### src/rtl/bbs_pkg.sv
`default_nettype none

package bbs_pkg;

    localparam int LEVEL_W = 8;
    localparam int COUNT_W = 8;
    localparam int TIMER_W = 8;
    localparam int CFG_INDEX_W = 4;

    localparam logic [LEVEL_W-1:0] SILENCE = 8'h00;
    localparam logic [TIMER_W-1:0] BEEP_LENGTH_RST = 8'd50;
    localparam logic [TIMER_W-1:0] GAP_LENGTH_RST = 8'd50;

    localparam logic CMD_TICK = 1'b0;
    localparam logic CMD_REQUEST = 1'b1;

    localparam logic [CFG_INDEX_W-1:0] CFG_BEEP_LENGTH = 4'd0;
    localparam logic [CFG_INDEX_W-1:0] CFG_GAP_LENGTH = 4'd1;

    typedef enum logic [2:0] {
        MODE_IDLE    = 3'b001,
        MODE_BEEPING = 3'b010,
        MODE_GAP     = 3'b100
    } mode_t;

endpackage

`default_nettype wire

### src/rtl/beep_burst_sequencer_top.sv
`default_nettype none
// The result of an input transfer is registered and shows on the m_ side in the next cycle.
// Throughput: one item per cycle; a new item is taken whenever the result
// register is empty or its result is taken in the same cycle.
// Reset (aresetn low at a clock edge): idle, timer, beep count, volume and
// drive level cleared, no result pending, both lengths back to 50 ticks.
module beep_burst_sequencer_top (
    input  wire                          aclk,
    input  wire                          aresetn,
    // item channel
    input  wire                          s_valid,
    output logic                         s_ready,
    input  wire                          s_cmd,
    input  wire  [bbs_pkg::COUNT_W-1:0]  s_beep_count,
    input  wire  [bbs_pkg::LEVEL_W-1:0]  s_volume,
    // result channel
    output logic                         m_valid,
    input  wire                          m_ready,
    output logic [bbs_pkg::LEVEL_W-1:0]  m_drive_level,
    output logic                         m_busy_res,
    // register write channel
    input  wire                          cfg_valid,
    output logic                         cfg_ready,
    input  wire  [bbs_pkg::CFG_INDEX_W-1:0] cfg_index,
    input  wire  [bbs_pkg::TIMER_W-1:0]  cfg_data
);
    import bbs_pkg::*;

    // Configuration registers
    logic [TIMER_W-1:0] beep_length_reg;
    logic [TIMER_W-1:0] gap_length_reg;

    // Sequencer state; the drive level and busy flag double as the result
    // payload, since state only moves on a transfer into a free result slot.
    mode_t              mode_reg,        mode_next;
    logic [TIMER_W-1:0] tick_timer_reg,  tick_timer_next;
    logic [COUNT_W-1:0] beeps_left_reg,  beeps_left_next;
    logic [LEVEL_W-1:0] held_volume_reg, held_volume_next;
    logic [LEVEL_W-1:0] level_reg,       level_next;
    logic               m_valid_reg;

    logic               s_accept;
    logic [TIMER_W-1:0] timer_dec;

    // Take a new item when the result slot is empty or drains this cycle.
    assign s_ready   = !m_valid_reg || m_ready;
    assign s_accept  = s_valid && s_ready;
    assign cfg_ready = 1'b1;

    assign m_valid       = m_valid_reg;
    assign m_drive_level = level_reg;
    assign m_busy_res    = (mode_reg != MODE_IDLE);

    // Timer counts down before the zero test, so a loaded 0 lasts 256 ticks.
    assign timer_dec = tick_timer_reg - TIMER_W'(1);

    always_comb begin
        mode_next        = mode_reg;
        tick_timer_next  = tick_timer_reg;
        beeps_left_next  = beeps_left_reg;
        held_volume_next = held_volume_reg;
        level_next       = level_reg;

        if (s_cmd == CMD_REQUEST) begin
            // Zero count: drop the request. Zero volume: load the count only.
            if (s_beep_count != '0) begin
                beeps_left_next = s_beep_count;
                if (s_volume != '0) begin
                    // Start a beep at once, whatever the current mode.
                    held_volume_next = s_volume;
                    beeps_left_next  = s_beep_count - COUNT_W'(1);
                    mode_next        = MODE_BEEPING;
                    tick_timer_next  = beep_length_reg;
                    level_next       = s_volume;
                end
            end
        end else begin
            case (mode_reg)
                MODE_BEEPING: begin
                    tick_timer_next = timer_dec;
                    if (timer_dec == '0) begin
                        // Beep over: silence, then idle or gap.
                        level_next = SILENCE;
                        if (beeps_left_reg == '0) begin
                            mode_next = MODE_IDLE;
                        end else begin
                            mode_next       = MODE_GAP;
                            tick_timer_next = gap_length_reg;
                        end
                    end
                end
                MODE_GAP: begin
                    tick_timer_next = timer_dec;
                    if (timer_dec == '0) begin
                        // Gap over: next beep at the held volume.
                        beeps_left_next = beeps_left_reg - COUNT_W'(1);
                        mode_next       = MODE_BEEPING;
                        tick_timer_next = beep_length_reg;
                        level_next      = held_volume_reg;
                    end
                end
                default: begin
                    // Tick while idle forces silence.
                    level_next = SILENCE;
                end
            endcase
        end
    end

    always_ff @(posedge aclk) begin
        if (!aresetn) begin
            beep_length_reg <= BEEP_LENGTH_RST;
            gap_length_reg  <= GAP_LENGTH_RST;
        end else if (cfg_valid && cfg_ready) begin
            case (cfg_index)
                CFG_BEEP_LENGTH: beep_length_reg <= cfg_data;
                CFG_GAP_LENGTH:  gap_length_reg  <= cfg_data;
                default: begin
                    // Unknown index: drop the write.
                end
            endcase
        end
    end

    always_ff @(posedge aclk) begin
        if (!aresetn) begin
            mode_reg        <= MODE_IDLE;
            tick_timer_reg  <= '0;
            beeps_left_reg  <= '0;
            held_volume_reg <= '0;
            level_reg       <= '0;
            m_valid_reg     <= 1'b0;
        end else begin
            if (s_accept) begin
                mode_reg        <= mode_next;
                tick_timer_reg  <= tick_timer_next;
                beeps_left_reg  <= beeps_left_next;
                held_volume_reg <= held_volume_next;
                level_reg       <= level_next;
                m_valid_reg     <= 1'b1;
            end else if (m_ready) begin
                m_valid_reg <= 1'b0;
            end
        end
    end

endmodule

`default_nettype wire

### config.mk
export PLATFORM = sky130hd
export DESIGN_NAME = beep_burst_sequencer_top
export DESIGN_NICKNAME = d
export VERILOG_FILES = /design/src/rtl/bbs_pkg.sv /design/src/rtl/beep_burst_sequencer_top.sv
export SDC_FILE = /design/constraint.sdc
export NUM_CORES = 1
export LEC_CHECK = 0
export BUFFER_PORTS_ARGS = -buffer_cell sky130_fd_sc_hd__clkbuf_2
export CAP_MARGIN = 20
export CORE_ASPECT_RATIO = 0.8
export CORE_MARGIN = 4
export CORE_UTILIZATION = 35
export DETAILED_ROUTE_END_ITERATION = 7
export PLACE_DENSITY_LB_ADDON = 0.08
export SETUP_SLACK_MARGIN = 0.2
export SKIP_LAST_GASP = 1
export SYNTH_ARGS = -nofsm -noshare
export SYNTH_HDL_FRONTEND = slang
export SYNTH_SLANG_ARGS = --single-unit
export TNS_END_PERCENT = 30
### constraint.sdc
create_clock -name aclk -period 2.9 [get_ports aclk]
set_clock_uncertainty 0.1 [all_clocks]
set_input_delay 0.58 -clock aclk [delete_from_list [all_inputs] [get_ports aclk]]
set_output_delay 0.58 -clock aclk [all_outputs]
set_load 0.05 [all_outputs]
# Yosys cells after proc, flatten, opt, wreduce, memory -nomap -nowiden
# Cells that the tools add are included.
[op_classes]
add_sub_neg = 3
n_eq_ne = 8
n_mux = 27
n_reduce_logical = 19
[ops]
columns = ["cell", "n"]
rows = [
  ["$mux W8", 16],
  ["$pmux W8 S2", 2],
  ["$sub A8 B1 Y8 const B", 3],
  ["$mux W3", 6],
  ["$logic_not A8 Y1", 2],
  ["$reduce_bool A8 Y1", 2],
  ["$reduce_and A4 Y1", 3],
  ["$ne A3 B3 Y1 const B", 2],
  ["$pmux W3 S2", 1],
  ["$reduce_and A6 Y1", 1],
  ["$reduce_bool A2 Y1", 3],
  ["$reduce_and A5 Y1", 1],
  ["$eq A4 B1 Y1 const B", 1],
  ["$logic_not A4 Y1", 1],
  ["$ne A2 B1 Y1 const B", 2],
  ["$reduce_and A2 Y1", 2],
  ["$eq A3 B2 Y1 const B", 1],
  ["$eq A3 B3 Y1 const B", 1],
  ["$ne A3 B1 Y1 const B", 1],
  ["$reduce_bool A3 Y1", 1],
  ["$mux W1", 2],
  ["$logic_and A1 B1 Y1", 1],
  ["$logic_not A1 Y1", 1],
  ["$logic_or A1 B1 Y1", 1],
]
[totals]
regBits = 52
inputBits = 34
output_inout_bits = 12
wordCells = 65

# Depth between registers and ports, before layout
[depth]
word_depth = 5
mapped_depth = 10
ltp_nobuf = 8

# Worst setup path after synthesis
# No wires, ideal clock.
[synth_timing]
path_type = "input port to flip-flop"
startpoint = "input m_ready"
endpoint = "register tick_timer_reg[4]"
setup_ns = 0.134
arrival_time_ns = 2.313
required_time_ns = 2.666
setup_slack_ns = 0.353
cell_stages = 6
n_path_buf = 0
path_cell_list = "nand2b_1 o211ai_1 nand3b_1 or4b_2 a32oi_1 nor3_1"
[synth_between]
elab_chain_cells = 3
[synth_lines]
columns = ["element", "line_no", "text"]
rows = [
  ["start, declared", "beep_burst_sequencer_top.sv:18", "input wire m_ready,"],
  ["$logic_or A1 B1 Y1", "beep_burst_sequencer_top.sv:46", "assign s_ready = !m_valid_reg || m_ready;"],
  ["$logic_and A1 B1 Y1", "beep_burst_sequencer_top.sv:47", "assign s_accept = s_valid && s_ready;"],
  ["$reduce_and A4 Y1 (no source line)", "-", ""],
  ["end signal, assigned", "beep_burst_sequencer_top.sv:136", "tick_timer_reg <= tick_timer_next;"],
  ["end, declared", "beep_burst_sequencer_top.sv:36", "logic [TIMER_W-1:0] tick_timer_reg, tick_timer_next;"],
]
# No other way between the ends.
# A chain may end at the register's enable or synchronous reset.

# Worst setup path in the final report
[layout_timing]
startpoint = "register beeps_left_reg[0]"
endpoint = "register tick_timer_reg[7]"
[layout_between]
elab_chain_cells = 5
[layout_lines]
columns = ["element", "line_no", "text"]
rows = [
  ["start, declared", "beep_burst_sequencer_top.sv:37", "logic [COUNT_W-1:0] beeps_left_reg, beeps_left_next;"],
  ["start signal, assigned", "beep_burst_sequencer_top.sv:137", "beeps_left_reg <= beeps_left_next;"],
  ["$logic_not A8 Y1", "beep_burst_sequencer_top.sv:84", "if (beeps_left_reg == '0) begin"],
  ["$mux W8", "beep_burst_sequencer_top.sv:84", ""],
  ["$mux W8", "beep_burst_sequencer_top.sv:81", "if (timer_dec == '0) begin"],
  ["$pmux W8 S2", "beep_burst_sequencer_top.sv:78", "case (mode_reg)"],
  ["$mux W8", "beep_burst_sequencer_top.sv:64", "if (s_cmd == CMD_REQUEST) begin"],
]
# No other way between the ends.

==> impl_metrics.json <==
{
  "run_status": "complete, no violations",
  "whs_path_depth": 2,
  "min_path_type": "register to register",
  "gp_congestion": 0.952,
  "cp-end-kind": "register",
  "ys_ff_latch": 52,
  "netlist_instances": 365,
  "min_period_over_period_pct": 89.7,
  "powerDensity_nw_per_um2": 445,
  "die_area_um2": 10500,
  "fin_crit_ns": 2.60,
  "clk_transition_reported_paths_ns": 0.11,
  "async_flop_share_pct": 0,
  "synth_area_per_cell_um2": 8.54,
  "p_leak_nw": 1.39,
  "setup_tns_ns": 0,
  "hp-start": "gap_length_reg[3]$_SDFFE_PN0P_",
  "r2r_cells": 8,
  "crit_chain": "inv_1 > ha_1 > or4b_1 > or4_1 > nand3_1 > a2111oi_2 > o311ai_1 > a21oi_1",
  "seq_power_share_pct": 48.8,
  "placed_area_um2": 3500,
  "p_clk_share_pct": 26.7,
  "fp-row-count": 30,
  "n_antenna_cell": 0,
  "drtIter0Drc": 234,
  "synth_edf_count": 0,
  "synth_warnings": 0,
  "dp_hpwl_mm": 6.67,
  "worstPathRequired_ns": 3.01,
  "grt.overflow.total": 0,
  "crit_fanout": 6,
  "ctsHoldBuffers": 0,
  "vias": 2920,
  "drc": 0,
  "p_sw_mw": 0.541,
  "start_util_pct": 36.3,
  "antenna_found_initial": 0,
  "grt.met1_usage_pct": 26.7,
  "core_um2": 8600,
  "h-tree-depth": 2,
  "synthToLayoutAreaGrowth_pct": 16.1,
  "wl_per_cell_um": 17.0,
  "swShare_pct": 33.6,
  "multi_input_area_um2": 1920,
  "r2r-start": "beeps_left_reg[0]$_SDFFE_PN0P_",
  "cts_sinks": 52,
  "cp_num_buf_inv": 1,
  "ant_nets": 0,
  "io_pins": 46,
  "vias_per_cell": 5.55,
  "grt_pass1_wl_mm": 14.6,
  "timing.hold.ws_ns": 0.367,
  "path_delay_family": "simple AND/OR/NAND/NOR gates",
  "syn_nets": 404,
  "drive_gt1_share_pct": 23.4,
  "final_cell_mix": "dfxtp_1 (50), clkbuf_2 (44), nand2_1 (37), nor2_1 (32), a21oi_1 (29)",
  "reg2reg_slack_ns": 0.30,
  "grt_pass1_vias": 2726,
  "clock_latency_ns": 0.31,
  "portBuffers": 44,
  "finalNetCount": 452,
  "cp_data_arrival_time_ns": 2.71,
  "design_area_um2": 3620,
  "relSlewSlack_pct": 61.7,
  "grt_use_met2_pct": 25.0,
  "p_int_mw": 1.07,
  "syn_area_um2": 3120,
  "yosys-top-cells-area": "dfxtp_1 (33%), mux2i_1 (8.7%), a21oi_1 (4.7%)",
  "fmax_ghz": 0.385,
  "drv_slew": 0,
  "seq_area_frac_synth_pct": 33.4,
  "crit_path_top_delay_cell": "or4b_1",
  "cts-buffers-inserted": 5,
  "synth_top_area_cell": "dfxtp_1",
  "grtUsageMet3_pct": 3.20,
  "grt_max_degree": 24,
  "cts_tree": "done",
  "cts-root-buf": "clkbuf_8",
  "grt_util_all_layers_pct": 17.2,
  "synth_ff_type": "dfxtp_1",
  "slowest_delay_ns": 0.58,
  "top_usage_layer": "met1",
  "synth_top_area_share_pct": 33.4,
  "rsz0062_at_grt": "true",
  "final-hold-violation-count": 0,
  "routed_wl_mm": 8.95,
  "hold_end": "tick_timer_reg[3]$_SDFFE_PN0P_",
  "synth_cell_type_count": 63,
  "cap_viol_max_count": 0,
  "drt_first_pass_iters": 4,
  "ir_worst_vdd_mv": 0.284,
  "crit_path_start_kind": "register",
  "combPwrFrac_pct": 24.5,
  "seq_area_um2": 1040,
  "worstSetupPathType": "register to register",
  "reg2reg_to": "tick_timer_reg[7]$_SDFFE_PN0P_",
  "clockBufferDepth": 2,
  "finalSetupViolations": 0,
  "worst_pin_slew_ns": 0.561,
  "die_w_um": 114,
  "nFillCells": 861,
  "final_common_cell": "dfxtp_1",
  "die_h_um": 92.4
}
-- timing repair --
item | CTS | global route
gates resized for setup | 0 | 6
buffers inserted | 0 | 0
endpoints found under the setup margin | 0 | 21
-- cell type report --
type | instances | share of cell area, %
Clock buffer | 5 | 1.90
Clock inverter | 3 | 0.588
Inverter | 13 | 1.35
Multi-Input combinational cell | 277 | 53.2
Sequential cell | 52 | 28.8
Tap cell | 112 | 3.87
Timing Repair Buffer | 64 | 10.2
-- Yosys cell counts (all sizes together) (2+ instances only) --
master and number:
a2111oi 4, a211oi 2, a21o 2, a21oi 29
a221o 5, a311o 2, a311oi 8, a31oi 3
and2 5, buf 12, clkbuf 11, dfxtp 52
ha 5, inv 12, mux2i 27, nand2 37
nand2b 4, nand3 19, nor2 34, nor3 10
nor4 9, nor4b 2, o211ai 7, o21a 3
o21ai 6, o311ai 4, o31a 3, o31ai 2
or3 14, or4 5, or4b 2, xnor2 6
xor2 5
-- worst max path at each step --
stage,from,end,slack (ns),cells after the start
2_1_floorplan,m_ready,tick_timer_reg[4]$_SDFFE_PN0P_,0.35,6
5_1_grt,beeps_left_reg[0]$_SDFFE_PN0P_,tick_timer_reg[7]$_SDFFE_PN0P_,0.19,8
3_5_place_dp,s_beep_count[4],m_drive_level[1]$_SDFFE_PN0P_,0.24,7
4_1_cts,tick_timer_reg[0]$_SDFFE_PN0P_,m_drive_level[7]$_SDFFE_PN0P_,0.22,8
3_3_place_gp,s_beep_count[4],m_drive_level[0]$_SDFFE_PN0P_,0.28,7
6_report,beeps_left_reg[0]$_SDFFE_PN0P_,tick_timer_reg[7]$_SDFFE_PN0P_,0.30,8
-- layer usage --
metal  vias up  wire length [um]
li1       1444                 -
met5         -                 0
met4         0                37
met1      1399              4610
met3         2               444
met2        75              3860
-- cell families after synthesis --
| logic type | synth area share, % |
|---|---|
| AOI/OAI and AO/OA | 21.4 |
| xor gates and xnor gates | 3.09 |
| adders and majority gates | 2.01 |
| buffers and inverters | 5.58 |
| DFF | 33.4 |
| muxes | 8.67 |
| other | 0.120 |
| and+or+nand+nor | 25.7 |
-- stage by stage --
step	setup slack, ns	cells	utilization (%)	power (mW)
final	0.300	526	42.1	1.61
after global routing	0.186	526	42.1	1.70
after CTS	0.218	526	41.8	1.63
after detailed placement	0.239	518	40.7	1.19
after global placement	0.276	518	40.7	1.19
after floorplan	0.353	365	-	1.07
-- tightest hold or removal path, stage by stage, from the launching register on --
cell	delay, ns
dfxtp_1	0.32
nand2_1	0.05
a21oi_1	0.05
-- power by group through the flow --
stage,logic [mW],registers [mW],clock network [mW]
4_1_cts,0.392,0.783,0.452
3_5_place_dp,0.390,0.800,0
6_report,0.394,0.786,0.431
5_1_grt,0.430,0.791,0.478
2_1_floorplan,0.249,0.824,0
3_3_place_gp,0.391,0.800,0
Power figures use the tool's default switching activity.
